===== src/sv/pvd_pkg.sv =====
// Shared constants, types and helpers for the packet validate/decode block
`timescale 1ns / 1ps
`default_nettype none

package pvd_pkg;

  localparam logic [7:0] MAGIC_BYTE = 8'h03;
  localparam logic [7:0] LEVEL_ONE  = 8'h01;
  localparam logic [7:0] LEVEL_TWO  = 8'h02;
  localparam logic [2:0] HEADER_LEN = 3'd6;

  typedef enum logic [2:0] {
    ST_OK         = 3'd0,
    ST_MISMATCH   = 3'd1,
    ST_LEVEL_HIGH = 3'd2,
    ST_BOGUS      = 3'd3,
    ST_UNCHECKED  = 3'd4
  } status_t;

  typedef struct packed {
    logic [7:0] out_byte;
    logic       status_valid;
    status_t    status;
    logic [7:0] level;
  } pvd_result_t;

  // Rotate a byte right by k places
  function automatic logic [7:0] rotate_right(input logic [7:0] b, input logic [2:0] k);
    logic [15:0] twice;
    twice = {b, b} >> k;
    return twice[7:0];
  endfunction

endpackage

`default_nettype wire


===== src/sv/pvd_check.sv =====
// Per-packet state and checking logic: header capture, checksum, rotate decode
`timescale 1ns / 1ps
`default_nettype none

module pvd_check import pvd_pkg::*; (
  input  wire logic        clk,
  input  wire logic        rst_n,
  input  wire logic        step,
  input  wire logic [7:0]  data_byte,
  input  wire logic        last_byte,
  output pvd_result_t      res
);

  logic [2:0]  header_count_r, header_count_nxt;
  logic [2:0]  rotate_phase_r, rotate_phase_nxt;
  logic [1:0]  word_phase_r,   word_phase_nxt;
  logic        magic_seen_r,   magic_seen_nxt;
  logic [7:0]  level_r,        level_nxt;
  logic [31:0] expected_sum_r, expected_sum_nxt;
  logic [31:0] running_sum_r,  running_sum_nxt;
  logic [23:0] partial_word_r, partial_word_nxt;

  logic [31:0] addend;
  logic [31:0] sum_upd;
  logic [1:0]  lane;
  logic        in_payload;

  always_comb begin
    header_count_nxt = (header_count_r < HEADER_LEN) ? header_count_r + 3'd1 : header_count_r;
    rotate_phase_nxt = rotate_phase_r + 3'd1;
    word_phase_nxt   = word_phase_r;
    magic_seen_nxt   = magic_seen_r;
    level_nxt        = level_r;
    expected_sum_nxt = expected_sum_r;
    running_sum_nxt  = running_sum_r;
    partial_word_nxt = partial_word_r;
    in_payload       = (header_count_r == HEADER_LEN);
    lane             = header_count_r[1:0] - 2'd2;

    // whole word on the fourth byte, lone tail byte on the first two
    unique case (word_phase_r)
      2'd3:    addend = {data_byte, partial_word_r};
      2'd2:    addend = '0;
      default: addend = {24'd0, data_byte};
    endcase
    sum_upd = running_sum_r + addend;

    res.out_byte     = data_byte;
    res.status_valid = last_byte;
    res.status       = ST_OK;
    res.level        = '0;

    if (header_count_r == 3'd0) begin
      magic_seen_nxt = (data_byte == MAGIC_BYTE);
    end else if (header_count_r == 3'd1) begin
      level_nxt = data_byte;
    end else begin
      if (magic_seen_r && level_r == LEVEL_TWO) begin
        res.out_byte = rotate_right(data_byte, rotate_phase_r);
      end
      if (!in_payload) begin
        expected_sum_nxt[lane*8 +: 8] = data_byte;
      end else begin
        if (word_phase_r == 2'd3) begin
          running_sum_nxt  = sum_upd;
          partial_word_nxt = '0;
        end else begin
          partial_word_nxt[word_phase_r*8 +: 8] = data_byte;
        end
        word_phase_nxt = word_phase_r + 2'd1;
      end
    end

    if (last_byte) begin
      res.level = level_nxt;
      priority if (!magic_seen_nxt || header_count_r < HEADER_LEN - 3'd1) begin
        res.status = ST_BOGUS;
      end else if (level_r == 8'd0) begin
        res.status = ST_OK;
      end else if (level_r == LEVEL_ONE) begin
        // a bare header checks against itself
        if (!in_payload) res.status = ST_OK;
        else res.status = (sum_upd == expected_sum_r) ? ST_OK : ST_MISMATCH;
      end else if (level_r == LEVEL_TWO) begin
        res.status = ST_UNCHECKED;
      end else begin
        res.status = ST_LEVEL_HIGH;
      end
      header_count_nxt = '0;
      rotate_phase_nxt = '0;
      word_phase_nxt   = '0;
      magic_seen_nxt   = 1'b0;
      level_nxt        = '0;
      expected_sum_nxt = '0;
      running_sum_nxt  = '0;
      partial_word_nxt = '0;
    end
  end

  always_ff @(posedge clk) begin
    if (!rst_n) begin
      header_count_r <= '0;
      rotate_phase_r <= '0;
      word_phase_r   <= '0;
      magic_seen_r   <= 1'b0;
      level_r        <= '0;
      expected_sum_r <= '0;
      running_sum_r  <= '0;
      partial_word_r <= '0;
    end else if (step) begin
      header_count_r <= header_count_nxt;
      rotate_phase_r <= rotate_phase_nxt;
      word_phase_r   <= word_phase_nxt;
      magic_seen_r   <= magic_seen_nxt;
      level_r        <= level_nxt;
      expected_sum_r <= expected_sum_nxt;
      running_sum_r  <= running_sum_nxt;
      partial_word_r <= partial_word_nxt;
    end
  end

endmodule

`default_nettype wire


===== src/sv/packet_validate_decode.sv =====
// Top level of the byte-serial packet validator and level-2 decoder
`timescale 1ns / 1ps
`default_nettype none

// Channel   Direction  Ports                                          Handshake
// input     in         in_data_byte, in_last_byte                     in_valid / in_stall
// result    out        out_byte, out_status_valid, out_status,        out_valid / out_stall
//                      out_level
//
// One byte per cycle sustained while the result side does not stall: each byte moves
// through an input register, then the checker logic (one 32-bit add and compare, a byte
// rotate) into the result register, which presents the byte's result.
// Synchronous active-low reset empties both registers and clears packet state.
// A stall on the result side holds the result register and then the input
// register; the input channel stalls only when both are full.

module packet_validate_decode import pvd_pkg::*; (
  input  wire logic       clk,
  input  wire logic       rst_n,
  input  wire logic       in_valid,
  output logic            in_stall,
  input  wire logic [7:0] in_data_byte,
  input  wire logic       in_last_byte,
  output logic            out_valid,
  input  wire logic       out_stall,
  output logic [7:0]      out_byte,
  output logic            out_status_valid,
  output logic [2:0]      out_status,
  output logic [7:0]      out_level
);

  logic        s1_valid_r;
  logic [7:0]  s1_data_r;
  logic        s1_last_r;
  logic        out_valid_r;
  pvd_result_t out_res_r;
  pvd_result_t chk_res;
  logic        out_move;
  logic        s1_fire;
  logic        in_accept;

  // Advance the result register when it is empty or being taken
  assign out_move  = !out_valid_r || !out_stall;
  assign s1_fire   = s1_valid_r && out_move;
  assign in_stall  = s1_valid_r && !out_move;
  assign in_accept = in_valid && !in_stall;

  // Input register: capture each accepted transaction
  always_ff @(posedge clk) begin
    if (!rst_n) begin
      s1_valid_r <= 1'b0;
    end else if (in_accept) begin
      s1_valid_r <= 1'b1;
    end else if (s1_fire) begin
      s1_valid_r <= 1'b0;
    end
  end

  always_ff @(posedge clk) begin
    if (in_accept) begin
      s1_data_r <= in_data_byte;
      s1_last_r <= in_last_byte;
    end
  end

  // Packet state advances only when the byte leaves for the result register
  pvd_check u_check (
    .clk       (clk),
    .rst_n     (rst_n),
    .step      (s1_fire),
    .data_byte (s1_data_r),
    .last_byte (s1_last_r),
    .res       (chk_res)
  );

  // Result register: hold while stalled
  always_ff @(posedge clk) begin
    if (!rst_n) begin
      out_valid_r <= 1'b0;
    end else if (out_move) begin
      out_valid_r <= s1_valid_r;
    end
  end

  always_ff @(posedge clk) begin
    if (s1_fire) begin
      out_res_r <= chk_res;
    end
  end

  assign out_valid        = out_valid_r;
  assign out_byte         = out_res_r.out_byte;
  assign out_status_valid = out_res_r.status_valid;
  assign out_status       = out_res_r.status;
  assign out_level        = out_res_r.level;

endmodule

`default_nettype wire

===== config.mk =====
export PLATFORM = sky130hd
export DESIGN_NAME = packet_validate_decode
export DESIGN_NICKNAME = d
export VERILOG_FILES = /design/src/sv/pvd_pkg.sv /design/src/sv/pvd_check.sv /design/src/sv/packet_validate_decode.sv
export SDC_FILE = /design/constraint.sdc
export NUM_CORES = 1
export LEC_CHECK = 0
export BUFFER_PORTS_ARGS = -buffer_cell sky130_fd_sc_hd__buf_4
export CAP_MARGIN = 15
export CORE_UTILIZATION = 63
export CTS_CLUSTER_SIZE = 12
export DETAILED_ROUTE_END_ITERATION = 8
export GPL_TIMING_DRIVEN = 1
export PLACE_DENSITY = 0.89
export SLEW_MARGIN = 10
export SYNTH_ARGS = -nofsm -noshare
export SYNTH_HDL_FRONTEND = slang
export SYNTH_SLANG_ARGS = --single-unit

===== constraint.sdc =====
create_clock -name clk -period 5.2 [get_ports clk]
set_clock_uncertainty 0.05 [all_clocks]
set_input_delay 0.26 -clock clk [delete_from_list [all_inputs] [get_ports clk]]
set_output_delay 0.26 -clock clk [all_outputs]
set_load 0.01 [all_outputs]

* Yosys cells after proc, flatten, opt, wreduce, memory -nomap -nowiden
Cells that the tools add are included.
** Operators by class
- Eq/ne operators :: 11
- Mux-type cells :: 40
- Shift-type cells :: 5
- Reductions and logical operators :: 22
- Add/sub/neg operators :: 7
- Bitwise gates (word level) :: 1
- $lt $le $gt $ge :: 2
** Operators with widths (number)
- $mux W32 :: 9
- $mux W24 :: 5
- $neg A5 Y34 :: 2
- $pmux W32 S2 :: 1
- $mux W8 :: 6
- $shift A8 B34 Y24 const A :: 1
- $shift A8 B34 Y32 const A :: 1
- $shiftx A8 B34 Y24 :: 1
- $shiftx A8 B34 Y32 :: 1
- $add A32 B32 Y32 :: 1
- $bwmux W32 :: 1
- $eq A32 B32 Y1 :: 1
- $bwmux W24 :: 1
- $mux W3 :: 6
- $eq A8 B2 Y1 const B :: 2
- $shr A16 B3 Y8 :: 1
- $mux W2 :: 6
- $eq A8 B1 Y1 const B :: 1
- $logic_not A8 Y1 :: 1
- $reduce_and A4 Y1 :: 2
- $reduce_bool A2 Y1 :: 4
- $add A3 B1 Y3 const B :: 2
- $lt A3 B3 Y1 const B :: 2
- $ne A2 B2 Y1 const B :: 3
- other kinds (14) :: 27
** Word-level totals
- Register bits after elaboration :: 136
- Input port bits :: 13
- Word-level logic and storage cells :: 105
- Output and inout port bits :: 22

* Longest topological paths before layout
Gate-level depths: netlist (run 1).
- Word-level depth :: 9
- Gate-level depth with buffers :: 19
- Mapped depth without buffers :: 16

* Modules after synthesis
From an unflattened synthesis (run 1), not the netlist that was laid out.
** Second synthesis, totals
- Cell total of the unflattened synthesis :: 943
- Area, all modules :: 8444.3 sq um
** Modules (own cells, without submodules)
- pvd_check :: area each 7489.7 sq um, times used 1, seq. area each 2102.0 sq um, cells an instance 906
- packet_validate_decode :: area each 954.7 sq um, times used 1, seq. area each 910.9 sq um, cells an instance 37

* Worst setup path after synthesis (run 1)
Ideal clock, no wire load.
- Kind :: flip-flop to flip-flop
- Start :: reg u_check.word_phase_r[0]
- End :: reg out_res_r (netlist bit out_status[0]) (data pin)
- Data required time :: 4.885 ns
- Cell stages (with the launch flop) :: 19
- Setup time :: 0.265 ns
- Path slack :: 0.927 ns
- Buffers on the path :: 3
- Clock period less this slack :: 4.273 ns
- Data arrival time :: 3.958 ns
- Path through :: dfxtp_1 > ha_1 > clkbuf_1 > clkbuf_1 > clkbuf_1 > nand2_1 > o21ai_0 > ha_1 > fa_1 > a211o_2 > a41oi_4 > a2111oi_2 > nor3_4 > a21oi_2 > a21o_1 > a21oi_2 > xnor3_1 > nor4_1 > a31oi_1
** Between the ends
- Longest elaborated chain between the ends :: 9
- Elaborated cells between the ends (all ways) :: 10
- Those cells by class :: add/sub: 1; eq/ne: 3; mux: 6
** Ends and longest elaborated chain
- from (decl) :: line pvd_check.sv:16 : logic [1:0] word_phase_r, word_phase_nxt;
- from (signal assigned) :: line pvd_check.sv:113 : word_phase_r <= word_phase_nxt;
- $eq A2 B2 Y1 :: line pvd_check.sv:41 : unique case (word_phase_r)
- $pmux W32 S2 * :: line pvd_check.sv:41
- $add A32 B32 Y32 * :: line pvd_check.sv:46 : sum_upd = running_sum_r + addend;
- $eq A32 B32 Y1 * :: line pvd_check.sv:83 : else res.status = (sum_upd == expected_sum_r) ? ST_OK : ST_MISMATCH;
- $mux W1 * :: line pvd_check.sv:83
- $mux W3 * :: line pvd_check.sv:82 : if (!in_payload) res.status = ST_OK;
- $mux W3 * :: line pvd_check.sv:80 : end else if (level_r == LEVEL_ONE) begin
- $mux W2 * :: line pvd_check.sv:78 : end else if (level_r == 8'd0) begin
- $mux W2 * :: line pvd_check.sv:76 : priority if (!magic_seen_nxt || header_count_r < HEADER_LEN - 3'd1) begin
- to (signal assigned) :: line packet_validate_decode.sv:87 : out_res_r <= chk_res;
- to (decl) :: line packet_validate_decode.sv:36 : pvd_result_t out_res_r;
Mark *: on every way between the ends. The rest lies on a longest branch, timed or not.
A chain may end at the register's enable or synchronous reset.

* Worst setup path in the final report (run 1)
Same ends and word-level chain as after synthesis.

==> results by group, run 1 <==
Outcome
  • Run status: complete, no violations

Global routing
  • Initial antenna violation count: 0
  • Vias in the first global route: 7637
  • Largest net degree at the start of global routing: 108
  • Wire length of the first global-routing pass: 38460 um
  • Total global routing overflow: 0
  • Overall routing resource usage: 0.3430

Yosys
  • EDFF count, synth: 29
  • Synthesized netlist cell count: 988
  • Cell area after technology mapping: 8723 um2
  • Share of synthesized registers carrying an async set or reset: 0
  • Mean Syn Cell Area: 8.829 um2
  • Most area-consuming cells after synthesis: sky130_fd_sc_hd__dfxtp_1, sky130_fd_sc_hd__edfxtp_1, sky130_fd_sc_hd__ha_1
  • Area share of the leading cell type in the synthesized netlist: 0.2456
  • Post-Synthesis Net Count: 1044
  • Most instantiated flip-flop cell in the synthesis netlist: sky130_fd_sc_hd__dfxtp_1
  • Fraction of the yosys area taken by sequential cells: 0.3454
  • Largest area contributor in the netlist: sky130_fd_sc_hd__dfxtp_1
  • Number of warnings reported in the yosys synthesis log: 0
  • Flop and latch count out of synthesis: 136
  • Number of different library cells in the post-synthesis netlist: 74

Clocking
  • Number of levels the H-tree was split into: 4
  • Clock buffer count from CTS: 17
  • Post-CTS resize count: 0
  • Clock latency of the later-clocked register in the worst-skew pair: 0.43 ns
  • CTS Hold Buffers Added: 9
  • Master cell of the clock root buffer: sky130_fd_sc_hd__clkbuf_16
  • Number of buffers between clock root and the deepest sink: 2
  • Post-CTS Setup Bufs: 0
  • Clock-pin slew of the registers on the worst-case setup and hold paths: 0.06 ns
  • Clock sink count: 136
  • CTS tree: yes

Layout
  • Number of inserted filler cells in the final layout: 936
  • Area growth from synthesis to final layout: 11.33%
  • Commonest non-fill, non-tap cells in the layout: sky130_fd_sc_hd__dfxtp_1, sky130_fd_sc_hd__nand2_1, sky130_fd_sc_hd__nor2b_1
  • Most frequent standard cell in the layout excluding fill and tap cells: sky130_fd_sc_hd__dfxtp_1
  • Total area of sequential cells: 3013 um2
  • Count of nets after finishing: 1051
  • # diodes: 0
  • Area used by multi-input combinational logic: 5383 um2
  • Fraction of layout cells with a size suffix above 1: 0.1062

Detailed routing
  • Drt initial violations: 971
  • DRC violation count after routing: 0
  • Routed wire per std cell: 20.13 um
  • Post-detailed-routing wire length: 23830 um
  • Number of detailed-routing iterations run before antenna repair: 6
  • Via count: 7893
  • Number of antenna-violating nets in the routed design: 0
  • Vias per cell: 6.666

Setup path
  • CP Launch Type: flop
  • Cell depth of the worst flop-to-flop path: 16
  • Worst setup path category: flop to flop
  • Data required, critical path: 5.32 ns
  • Arrival time reported for the critical path endpoint: 4.83 ns
  • Nature of the critical path endpoint: flop
  • Biggest fanout along the worst timing path: 10

Timing
  • Minimum period implied by the final worst setup slack: 4.705 ns
  • Portion of the clock cycle consumed by the worst path in the final layout: 0.9047
  • Max transition margin: 0.3278
  • Count of endpoints failing setup in the final report: 0
  • Aggregate negative setup slack: 0 ns
  • Final slew viol count: 0
  • Measured slew at the worst slew-check pin: 1.001 ns
  • Final worst slack: 0.4954 ns
  • Hold Vio Cnt, Final: 0
  • Unrepaired setup endpoints after global routing: false
  • Achievable frequency: 212.6 MHz

Place
  • Number of input and output port buffers inserted: 34
  • HPWL after detailed placement: 15530 um
  • RePlAce Congestion: 0.9375
  • Post-Place Setup Slack: 0.7099 ns

Run
  • Maximum Capacitance Violations: 0

Floorplan
  • Die area: 14320 um2
  • Number of placement rows: 42
  • Die height: 119.7 um
  • Overall die width: 119.7 um
  • Placeable core region: 13350 um2
  • Starting utilization of the core area: 0.6535
  • I/O pin count: 35

Pwr
  • Standby leakage power: 3.668 nW
  • Worst voltage drop across the vdd grid: 0.2434 mV
  • Total power divided by cell area: 260.7 nW/um2

Hold path
  • Number of cells traversed by the worst hold path: 2
  • Min-delay worst type: primary input to flop
## registers in the layout, summed over array words and instances, names as in the netlist
name and flops:
u_check.header_count_r 3, u_check.running_sum_r 32, u_check.rotate_phase_r 3, out_level 8, s1_valid_r 1, s1_last_r 1
u_check.magic_seen_r 1, u_check.expected_sum_r 32, out_byte 8, out_status 3, s1_data_r 8, u_check.word_phase_r 2
u_check.level_r 8, out_valid 1, out_status_valid 1, u_check.partial_word_r 24
## routing by layer
layer | share of wire | global-route usage | wire [um] | up-vias
li1 | - | - | - | 3630
met1 | 0.40 | 0.4408 | 9544 | 3729
met2 | 0.47 | 0.5473 | 11190 | 450
met3 | 0.093 | 0.07510 | 2210 | 84
met4 | 0.037 | 0.1641 | 886 | 0
met5 | 0 | 0 | 0 | -
## power by group
group          leakage (nW)  switching (mW)  internal [mW]
Clock                 0.284           0.518          0.715
Combinational          2.25           0.117         0.0773
Sequential             1.14          0.0105           1.09
## stage by stage
stage          power, mW  utilization  cell area (um2)  hold WS [ns]  std cells
2_1_floorplan      1.245            -             8723        0.3089        988
3_3_place_gp       1.304       0.6770             9036        0.3883       1143
3_5_place_dp       1.307       0.6770             9036        0.3896       1143
4_1_cts            2.523       0.7276             9712      0.005281       1184
5_1_grt            2.591       0.7276             9712      0.005722       1184
6_report           2.532       0.7276             9712       0.01074       1184
## critical path, cell delays in order (launching register included)
cell and delay (ns):
sky130_fd_sc_hd__dfxtp_1 0.37, sky130_fd_sc_hd__inv_1 0.14, sky130_fd_sc_hd__ha_1 0.34, sky130_fd_sc_hd__nand2b_1 0.15, sky130_fd_sc_hd__o21ai_0 0.08, sky130_fd_sc_hd__ha_1 0.22, sky130_fd_sc_hd__fa_1 0.42, sky130_fd_sc_hd__a211o_2 0.41
sky130_fd_sc_hd__a41oi_4 0.36, sky130_fd_sc_hd__a2111oi_2 0.20, sky130_fd_sc_hd__a311oi_2 0.31, sky130_fd_sc_hd__xnor3_1 0.27, sky130_fd_sc_hd__nor4_1 0.36, sky130_fd_sc_hd__and4_1 0.29, sky130_fd_sc_hd__nand4_1 0.12, sky130_fd_sc_hd__nor4_1 0.23
sky130_fd_sc_hd__a31oi_1 0.12
## synth_stat cells, types with 3 or more instances
cell,number
sky130_fd_sc_hd__nor3_1,13
sky130_fd_sc_hd__a21boi_0,36
sky130_fd_sc_hd__nand2_1,101
sky130_fd_sc_hd__mux4_2,8
sky130_fd_sc_hd__a211oi_1,6
sky130_fd_sc_hd__and3_1,10
sky130_fd_sc_hd__o2111ai_1,5
sky130_fd_sc_hd__o211ai_1,10
sky130_fd_sc_hd__and2_1,34
sky130_fd_sc_hd__o21ai_1,9
sky130_fd_sc_hd__a31oi_1,6
sky130_fd_sc_hd__o211a_1,4
sky130_fd_sc_hd__nor3b_1,4
sky130_fd_sc_hd__o21a_1,8
sky130_fd_sc_hd__a2111oi_2,3
sky130_fd_sc_hd__o22ai_1,3
sky130_fd_sc_hd__ha_1,42
sky130_fd_sc_hd__a21o_1,10
sky130_fd_sc_hd__a22oi_1,69
sky130_fd_sc_hd__or3_1,4
sky130_fd_sc_hd__clkbuf_1,55
sky130_fd_sc_hd__nand4_1,14
sky130_fd_sc_hd__buf_2,9
sky130_fd_sc_hd__buf_1,4
sky130_fd_sc_hd__a211o_1,3
sky130_fd_sc_hd__mux2i_1,9
sky130_fd_sc_hd__edfxtp_1,29
sky130_fd_sc_hd__xor2_1,15
sky130_fd_sc_hd__a21oi_2,3
sky130_fd_sc_hd__xnor2_1,26
sky130_fd_sc_hd__nand3_1,36
sky130_fd_sc_hd__a32oi_1,4
sky130_fd_sc_hd__inv_1,15
sky130_fd_sc_hd__nor2b_1,84
sky130_fd_sc_hd__o21ai_0,44
sky130_fd_sc_hd__nor4b_1,3
sky130_fd_sc_hd__nand2b_1,15
sky130_fd_sc_hd__xnor3_1,8
sky130_fd_sc_hd__nor2_1,38
sky130_fd_sc_hd__dfxtp_1,107
sky130_fd_sc_hd__o21bai_1,3
sky130_fd_sc_hd__a21oi_1,31
sky130_fd_sc_hd__nor4_1,8
## path summary, 6_finish.rpt
kind / from / to / slack [ns]
min: in_valid / s1_valid_r / 0.01
max reg2reg: u_check.word_phase_r[0] / out_status[0] / 0.50
min reg2reg: u_check.expected_sum_r[5] / u_check.expected_sum_r[5] / 0.42
max: u_check.word_phase_r[0] / out_status[0] / 0.50
## cell type report
cell class / instances / area share
Sequential cell: 136 / 0.3102
Inverter: 16 / 0.006184
Timing Repair Buffer: 57 / 0.04638
Multi-Input combinational cell: 767 / 0.5542
Clock inverter: 15 / 0.01649
Tap cell: 176 / 0.02267
Clock buffer: 17 / 0.04380
## cell families (layout without fill, tap and decap cells)
group                    Yosys count  count (layout)  synth area share
AO/OA/AOI/OAI                    283             283            0.2321
XOR/XNOR                          50              50           0.06454
adder cells (fa/ha/maj)           43              43           0.06254
buffers and inverters             85             105           0.03829
flip-flops                       136             136            0.3454
multiplexers                      17              17           0.03098
AND/OR/NAND/NOR                  374             374            0.2262
Note: power is estimated with default switching activity, not from simulation.
==> run 2: changes to the inputs <==
- CELL_PAD_IN_SITES_DETAIL_PLACEMENT: unset -> 1
- CELL_PAD_IN_SITES_GLOBAL_PLACEMENT: unset -> 1
- CORE_UTILIZATION: 63 -> 49
==> results by group, run 2 (synthesis gave the netlist of run 1 again) <==
Outcome
  • Run status: complete, no violations

Clocking
  • Clock latency of the later-clocked register in the worst-skew pair: 0.44 ns (about the same)
  • Master cell of the clock root buffer: sky130_fd_sc_hd__clkbuf_16
  • Number of levels the H-tree was split into: 4 (unchanged)
  • Number of buffers between clock root and the deepest sink: 2 (unchanged)
  • Clock-pin slew of the registers on the worst-case setup and hold paths: 0.07 ns (about the same)
  • Clock buffer count from CTS: 17 (unchanged)
  • Clock sink count: 136 (unchanged)
  • CTS tree: yes

Hold path
  • Worst Hold Launch: in_valid
  • Min-delay worst type: primary input to flop
  • Number of cells traversed by the worst hold path: 2 (unchanged)
  • Hold EP: s1_valid_r

Detailed routing
  • DRC violation count after routing: 0 (unchanged)
  • Via count: 8028 (+1.7%)
  • Routed wire per std cell: 23.50 um (+17%)
  • Vias per cell: 6.511 (-2.3%)
  • Number of detailed-routing iterations run before antenna repair: 5 (-1)
  • Post-detailed-routing wire length: 28970 um (+22%)
  • Drt initial violations: 674 (-31%)
  • Number of antenna-violating nets in the routed design: 0 (unchanged)

Timing
  • Max transition margin: 0.3253 (-0.002479)
  • Minimum period implied by the final worst setup slack: 4.735 ns (+0.03041 ns)
  • Final slew viol count: 0 (unchanged)
  • Achievable frequency: 211.2 MHz (-0.64%)
  • Hold Vio Cnt, Final: 0 (unchanged)
  • Portion of the clock cycle consumed by the worst path in the final layout: 0.9106 (+0.005849)
  • Count of endpoints failing setup in the final report: 0 (unchanged)
  • Measured slew at the worst slew-check pin: 1.004 ns (+0.003690 ns)
  • Aggregate negative setup slack: 0 ns (unchanged)
  • Unrepaired setup endpoints after global routing: false

Setup path
  • Arrival time reported for the critical path endpoint: 4.85 ns (+0.02 ns)
  • CP Launch Type: flop
  • Nature of the critical path endpoint: flop
  • Stage delay of the slowest cell on the critical path: 0.45 ns (+0.03 ns)
  • R2R Path End: out_status[0]
  • Critical register-to-register path startpoint: u_check.word_phase_r[0]
  • Cell depth of the worst flop-to-flop path: 15 (-1)
  • Worst setup path category: flop to flop
  • Biggest fanout along the worst timing path: 10 (unchanged)
  • Flop2flop setup slack: 0.46 ns (-0.03 ns)
  • Crit path max-delay cell type: sky130_fd_sc_hd__dfxtp_1
  • Data required, critical path: 5.31 ns (about the same)
  • Series of cell instances along the critical path: inv_1 -> ha_1 -> nand2b_1 -> o21ai_0 -> ha_1 -> a211oi_2 -> o21a_1 -> o211a_1 -> o21ba_2 -> o2111ai_1 -> a31oi_1 -> xnor2_1 -> xor2_1 -> nor4_1 -> a31oi_1

Pwr
  • Part of the power in registers: 0.427 (-0.009)
  • Net switching power of the design: 0.6591 mW (+2.1%)
  • Combinational share of power: 0.079 (+0.002)
  • Share of total power consumed by net switching: 0.2545 (-0.0003817)
  • Power after layout: 2.589 mW (+2.3%)
  • Standby leakage power: 3.677 nW (+0.26%)
  • Total power divided by cell area: 264.4 nW/um2 (+1.4%)
  • Int Power: 1.930 mW (+2.3%)
  • Clock group share of total power: 0.494 (+0.007)
  • Worst voltage drop across the vdd grid: 0.2732 mV (+12%)

Layout
  • Most frequent standard cell in the layout excluding fill and tap cells: sky130_fd_sc_hd__dfxtp_1
  • Commonest non-fill, non-tap cells in the layout: sky130_fd_sc_hd__dfxtp_1, sky130_fd_sc_hd__nand2_1, sky130_fd_sc_hd__nor2b_1
  • Fraction of layout cells with a size suffix above 1: 0.1062 (unchanged)
  • # diodes: 0 (unchanged)
  • Final core utilization: 0.5643 (-0.1633)
  • Number of standard cells in the layout, taps in and fillers out: 1233 (+4.1%)
  • Count of nets after finishing: 1051 (unchanged)
  • Registers with the most flip-flops: u_check.expected_sum_r x32, u_check.running_sum_r x32, u_check.partial_word_r x24
  • Area growth from synthesis to final layout: 12.28%

Floorplan
  • Number of placement rows: 48 (+14%)
  • Starting utilization of the core area: 0.5026 (-0.1509)
  • I/O pin count: 35 (unchanged)
  • Die area: 18340 um2 (+28%)
  • Overall die width: 135.4 um (+13%)
  • Die height: 135.4 um (+13%)
  • Placeable core region: 17360 um2 (+30%)

Place
  • Number of input and output port buffers inserted: 34 (unchanged)
  • RePlAce Congestion: 0.8664 (-7.6%)
  • HPWL after detailed placement: 18210 um (+17%)
  • DP Cell Count: 1192 (+4.3%)

Global routing
  • Initial antenna violation count: 0 (unchanged)
  • Largest net degree at the start of global routing: 108 (unchanged)
  • Total global routing overflow: 0 (unchanged)
  • Wire length of the first global-routing pass: 45250 um (+18%)
  • Overall routing resource usage: 0.3249 (-0.01809)
  • Vias in the first global route: 8339 (+9.2%)

Run
  • Maximum Capacitance Violations: 0 (unchanged)
-- run 2: cell count changes in the layout (fill, tap and decap cells not counted) --
cell	delta
sky130_fd_sc_hd__a211oi_1	-1
sky130_fd_sc_hd__a211oi_2	+1
sky130_fd_sc_hd__bufinv_16	+1
sky130_fd_sc_hd__clkbuf_1	+1
sky130_fd_sc_hd__clkinv_2	+1
sky130_fd_sc_hd__clkinv_4	+4
sky130_fd_sc_hd__clkinvlp_4	-1
sky130_fd_sc_hd__inv_4	-1
sky130_fd_sc_hd__inv_6	-5
-- run 2: per-layer routing --
layer	track usage	routed length, um	part of all wire
met1	0.3878	11910	0.41
met2	0.5630	14390	0.50
met3	0.05612	1536	0.053
met4	0.1573	1133	0.039
met5	0	0	0
-- run 2: how the worst max path moves through the flow --
| stage | start | endpoint | cells after the start |
|---|---|---|---|
| after floorplan | u_check.word_phase_r[0] | out_status[0] | 18 |
| after global placement | u_check.word_phase_r[0] | out_status[0] | 16 |
| after detailed placement | u_check.word_phase_r[0] | out_status[0] | 15 |
| after CTS | u_check.word_phase_r[0] | out_status[0] | 15 |
| after global routing | u_check.word_phase_r[0] | out_status[0] | 15 |
| final | u_check.word_phase_r[0] | out_status[0] | 15 |
-- run 2: repair_timing --
item | 4_1_cts | 5_1_grt
setup endpoints to repair | 0 | 1
resized for setup | 0 | 1
hold endpoints to repair | 9 | 0
buffers inserted | 0 | 0
hold buffers | 9 | 0
-- run 2: per-stage QoR --
stage	hold slack (ns)	cell area [um2]	setup WS [ns]
finish	0.005487	9794	0.4650
global route	0.01068	9794	0.1413
CTS	0.01068	9789	0.4081
detailed placement	0.3893	9097	0.5048
global placement	0.3877	9097	0.8041
floorplan	0.3089	8723	0.9269
-- run 2: power groups by stage --
stage               Combinational [mW]  Sequential (mW)  Clock [mW]
finish                           0.205             1.11        1.28
global placement                 0.183             1.13           0
CTS                              0.198             1.10        1.27
detailed placement               0.189             1.13           0
global route                     0.215             1.11        1.33
floorplan                        0.115             1.13           0
-- run 2: layout make-up --
cell class	instances	area [um2]
fillers	1956	7562
multi-input cells	767	5388
flip-flops and latches	136	3013
repair buffers	57	450.4
clock buffers	18	429.2
well taps	225	281.5
clock inverters	14	172.7
inverters	16	60.06
-- run 2: worst max-delay path: cells and delay by family, from the launching register on --
family          cells  cell delay (ns)
compound gates      8             2.21
fa+ha+maj           2             0.65
simple gates        2             0.55
flops               1             0.45
xor+xnor            2             0.39
buf+inv             1             0.15
